===== src/rtl/tftt_pkg.sv =====
`timescale 1ns / 1ps
package tftt_pkg;

  localparam int TABLE_ENTRIES = 1024;
  localparam int IDX_W = $clog2(TABLE_ENTRIES);

  localparam logic [15:0] PROTO_TCP = 16'd6;
  localparam logic [3:0] STATE_TIME_WAIT = 4'd6;
  localparam logic [3:0] STATE_CLOSE = 4'd7;
  localparam logic REQ_STATE = 1'b0;
  localparam logic REQ_RETRANS = 1'b1;

  typedef struct packed {
    logic        req_type;
    logic [63:0] cg_key;
    logic [31:0] src_addr;
    logic [31:0] dst_addr;
    logic [15:0] src_port;
    logic [15:0] dst_port;
    logic [15:0] addr_family;
    logic [15:0] protocol_num;
    logic [3:0]  old_state;
    logic [3:0]  new_state;
    logic [63:0] timestamp;
  } in_item_t;

  typedef struct packed {
    logic [63:0] out_cgroup;
    logic [63:0] out_time;
    logic [31:0] out_src_addr;
    logic [31:0] out_dst_addr;
    logic [15:0] out_src_port;
    logic [15:0] out_dst_port;
    logic [15:0] out_family;
    logic [3:0]  out_old_state;
    logic [3:0]  out_new_state;
    logic [31:0] flow_retrans_count;
    logic [63:0] flow_first_time;
    logic        not_tracked;
  } out_item_t;

  // One table row; addresses src high / dst low, ports likewise
  typedef struct packed {
    logic        valid;
    logic [63:0] cgroup;
    logic [63:0] addresses;
    logic [31:0] ports;
    logic [3:0]  tcp_state;
    logic [31:0] retrans;
    logic [63:0] first_seen;
    logic [63:0] last_seen;
  } entry_t;

  typedef struct packed {
    logic clear;
    logic load;
    logic scan;
    logic commit;
  } ctl_cmd_t;

  typedef struct packed {
    logic cnt_end;
    logic scan_done;
    logic out_busy;
  } ctl_sts_t;

endpackage


===== src/rtl/tftt_ctrl.sv =====
`timescale 1ns / 1ps
module tftt_ctrl (
  input  logic                clk,
  input  logic                rst,
  input  logic                req_valid,
  output logic                req_ready,
  input  tftt_pkg::ctl_sts_t  sts,
  output tftt_pkg::ctl_cmd_t  cmd
);

  localparam logic [1:0] S_CLEAR  = 2'd0;
  localparam logic [1:0] S_IDLE   = 2'd1;
  localparam logic [1:0] S_SCAN   = 2'd2;
  localparam logic [1:0] S_COMMIT = 2'd3;

  logic [1:0] state;
  logic [1:0] state_next;

  always_ff @(posedge clk) begin
    if (rst) begin
      state <= S_CLEAR;
    end else begin
      state <= state_next;
    end
  end

  // Sequencing: clear pass, accept, scan, write back
  always_comb begin
    state_next = state;
    cmd = '0;
    req_ready = 1'b0;
    case (state)
      S_CLEAR: begin
        cmd.clear = 1'b1;
        if (sts.cnt_end) begin
          cmd.clear = 1'b0;
          state_next = S_IDLE;
        end
      end
      S_IDLE: begin
        req_ready = 1'b1;
        if (req_valid) begin
          cmd.load = 1'b1;
          state_next = S_SCAN;
        end
      end
      S_SCAN: begin
        cmd.scan = 1'b1;
        if (sts.scan_done) begin
          state_next = S_COMMIT;
        end
      end
      S_COMMIT: begin
        if (!sts.out_busy) begin
          cmd.commit = 1'b1;
          state_next = S_IDLE;
        end
      end
      default: state_next = S_IDLE;
    endcase
  end

endmodule


===== config.mk =====
export PLATFORM = sky130hd
export DESIGN_NAME = tftt_ctrl
export DESIGN_NICKNAME = d
export VERILOG_FILES = /design/src/rtl/tftt_pkg.sv /design/src/rtl/tftt_ctrl.sv
export SDC_FILE = /design/constraint.sdc
export NUM_CORES = 1
export LEC_CHECK = 0
export ABC_AREA = 1
export BUFFER_PORTS_ARGS = -buffer_cell sky130_fd_sc_hd__buf_4
export CAP_MARGIN = 5
export CORE_AREA = 2 2 39 41
export DETAILED_ROUTE_END_ITERATION = 7
export DIE_AREA = 0 0 41 43
export PLACE_DENSITY = 0.38
export SLEW_MARGIN = 20
export SYNTH_ARGS = -nofsm -noshare
export SYNTH_HDL_FRONTEND = slang
export SYNTH_SLANG_ARGS = --single-unit

===== constraint.sdc =====
create_clock -name clk -period 3.8 [get_ports clk]
set_clock_uncertainty 0.1 [all_clocks]
set_input_delay 0.19 -clock clk [delete_from_list [all_inputs] [get_ports clk]]
set_output_delay 0.19 -clock clk [all_outputs]
set_load 0.02 [all_outputs]

==> impl_metrics.yaml <==
logic_synthesis:
  synth-xor-area-share_pct: 0
  ys.warnings.count: 0
  syn_nets: 45
  synth_top_family_by_area: "simple AND/OR/NAND/NOR gates"
  synthMuxAreaShare_pct: 0
  synth_seq_area_share_pct: 18.5
  synth_adder_area_share_pct: 28.9
  synthCells: 34
  ys_types: 7
  synth_simple_gate_area_share_pct: 35.3
  synth-compound-area-share_pct: 0
  ys_seq_elements: 2
  syn_avg_cell_area_sq_um: 6.37
  syn_area_sq_um: 216
detailed_routing:
  final_antenna_net_count: 0
  vias_per_cell: 3.21
  finalWirelength_um: 404
  route.detailed.drc: 0
  drt_iter0_markers: 1
  vias: 202
  routedWlPerCell_um: 6.41
  first_pass_iters: 2
clocking:
  cts_made_buffers: 3
  post_cts_buffers: 0
  cts_tree: "done"
  h-tree-depth: 1
  postCtsHoldBufs: 0
  cts.sinks: 2
  cts-resized-gates: 0
  clockBufferDepth: 2
  clockRootBuffer: "clkbuf_4"
  clk_latency_ps: 220
  clkTransAtPathRegs_ps: 30
die:
  io_pins: 11
  initial_core_util_pct: 15.6
  die_x_um: 41
  die_h_um: 43
  core_sq_mm: 0.00138
  die_area_sq_mm: 0.00176
  num_rows: 14
cells_and_area:
  fin_cells: 63
  design_area_sq_um: 334
  drive_above_1_share_pct: 34.0
  area.growth.synth_to_final_pct: 54.3
  diodes: 0
  final_net_count: 60
  largest_reg_flops: 2
  top_regs: "state (2)"
  top_register: "state"
critical_path:
  crit_path_cell_trace: "inv_1 -> ha_1 -> nand2_1 -> inv_1 -> buf_4"
  crit_fanout: 5
  crit_slowest_cell: "dfxtp_1"
  crit_top_cell: "inv_1"
  r2r_slack_ps: 2450
  crit_path_end_kind: "output pin"
  arrival_ps: 1180
  required_ps: 3510
  start_kind: "flip-flop"
  path_buf_inv: 3
  critPathKind: "flip-flop to output pin"
  critPathTopFamily: "flip-flops"
  slowest_delay_ps: 400
placement:
  port_buffers: 10
  dpl.hpwl_um: 342
  globalplace.congestion: 0.626
  dpl.cell_count: 60
  place_area_sq_um: 312
sta:
  slew_headroom_pct: 87.3
  max_freq_ghz: 0.682
  finalSetupViolCount: 0
  setup-tns-final_ps: 0
  hold_viol: 0
  worst_pin_slew_ps: 191
  maxSlewViolCount: 0
  fin_crit_sh_pct: 38.6
  period_needed_ps: 1470
  rsz0062_at_grt: "false"
power:
  powerDensity_mw_per_mm2: 671
  p_leak_nw: 0.212
  ir_drop_v: 0.000249
grt:
  grt_max_degree: 6
  grt_overflow: 0
  grt_pass1_wl_um: 669
  grt_pass1_vias: 184
  antenna_found_initial: 0
  grt_usage_pct: 6.01
min_path:
  min-delay-path-class: "input pin to flip-flop"
flow_run:
  cap_viol_max_count: 0
run_status:
  outcome: "finished, final reports clean"
-- report_power, final --
part           switching (mW)  total [mW]  internal [mW]
combinational          0.0794       0.137         0.0572
sequential             0.0116      0.0423         0.0308
clock                  0.0106      0.0453         0.0347
total                   0.102       0.224          0.123
-- worst register-to-register path, cell delays in order, from the launching register on --
cell and delay [ps]:
dfxtp_1 400, inv_1 90, ha_1 210, nand2_1 80, nand2_1 80, nor2_4 120
nand2_1 60, nand2_1 60, nor2_1 40
-- kinds of logic after synthesis --
logic type	after synthesis
fa+ha+maj	5
flops	2
buf+inv	10
simple gates	17
-- metrics by stage --
stage | setup slack (ps) | power, mW | hold WS [ps] | utilization, %
after detailed placement | 2440 | 0.182 | 344 | 22.5
final | 2330 | 0.224 | 115 | 24.1
after floorplan | 2470 | 0.138 | 245 | -
after global placement | 2430 | 0.184 | 345 | 22.5
after global routing | 2260 | 0.254 | 142 | 24.1
after CTS | 2310 | 0.230 | 109 | 24.1
-- synth_stat cells, drive strengths merged --
| cell type | instances | area (sq um) |
|---|---|---|
| ha | 5 | 62.6 |
| dfxtp | 2 | 40.0 |
| nor2 | 6 | 30.0 |
| inv | 10 | 37.5 |
| nand2 | 11 | 46.3 |
-- cell type report --
cell class                 instances  area (sq um)
fill                             172          1050
multi-input combinational         22           139
timing repair buffer              10          75.1
sequential                         2          40.0
inverter                          10          37.5
clock buffer                       3          22.5
tap                               16          20.0
-- worst paths after layout --
check                             start               endpoint  depth (start not counted)
hold / removal                      rst  state[1]$_SDFFE_PP0P_                          4
setup reg to reg  state[0]$_SDFFE_PP0P_  state[0]$_SDFFE_PP0P_                          8
hold reg to reg   state[1]$_SDFFE_PP0P_  state[1]$_SDFFE_PP0P_                          2
setup / recovery  state[0]$_SDFFE_PP0P_                 cmd[3]                          5
-- metal layers --
| metal | global-route usage, % | vias up | wire length (um) |
|---|---|---|---|
| li1 | - | 120 | - |
| met1 | 6.71 | 71 | 221 |
| met2 | 7.50 | 11 | 128 |
| met3 | 6.28 | 0 | 53 |
| met4 | 2.00 | 0 | 0 |
| met5 | 0 | - | 0 |
-- layout by cell type, fill, tap and decap left out --
cell type	n
clkbuf_4	3
buf_4	10
inv_1	10
nand2_2	2
dfxtp_1	2
nor2_1	5
nand2_1	9
ha_1	5
nor2_4	1
No activity file was read; power rests on OpenSTA's default activity.
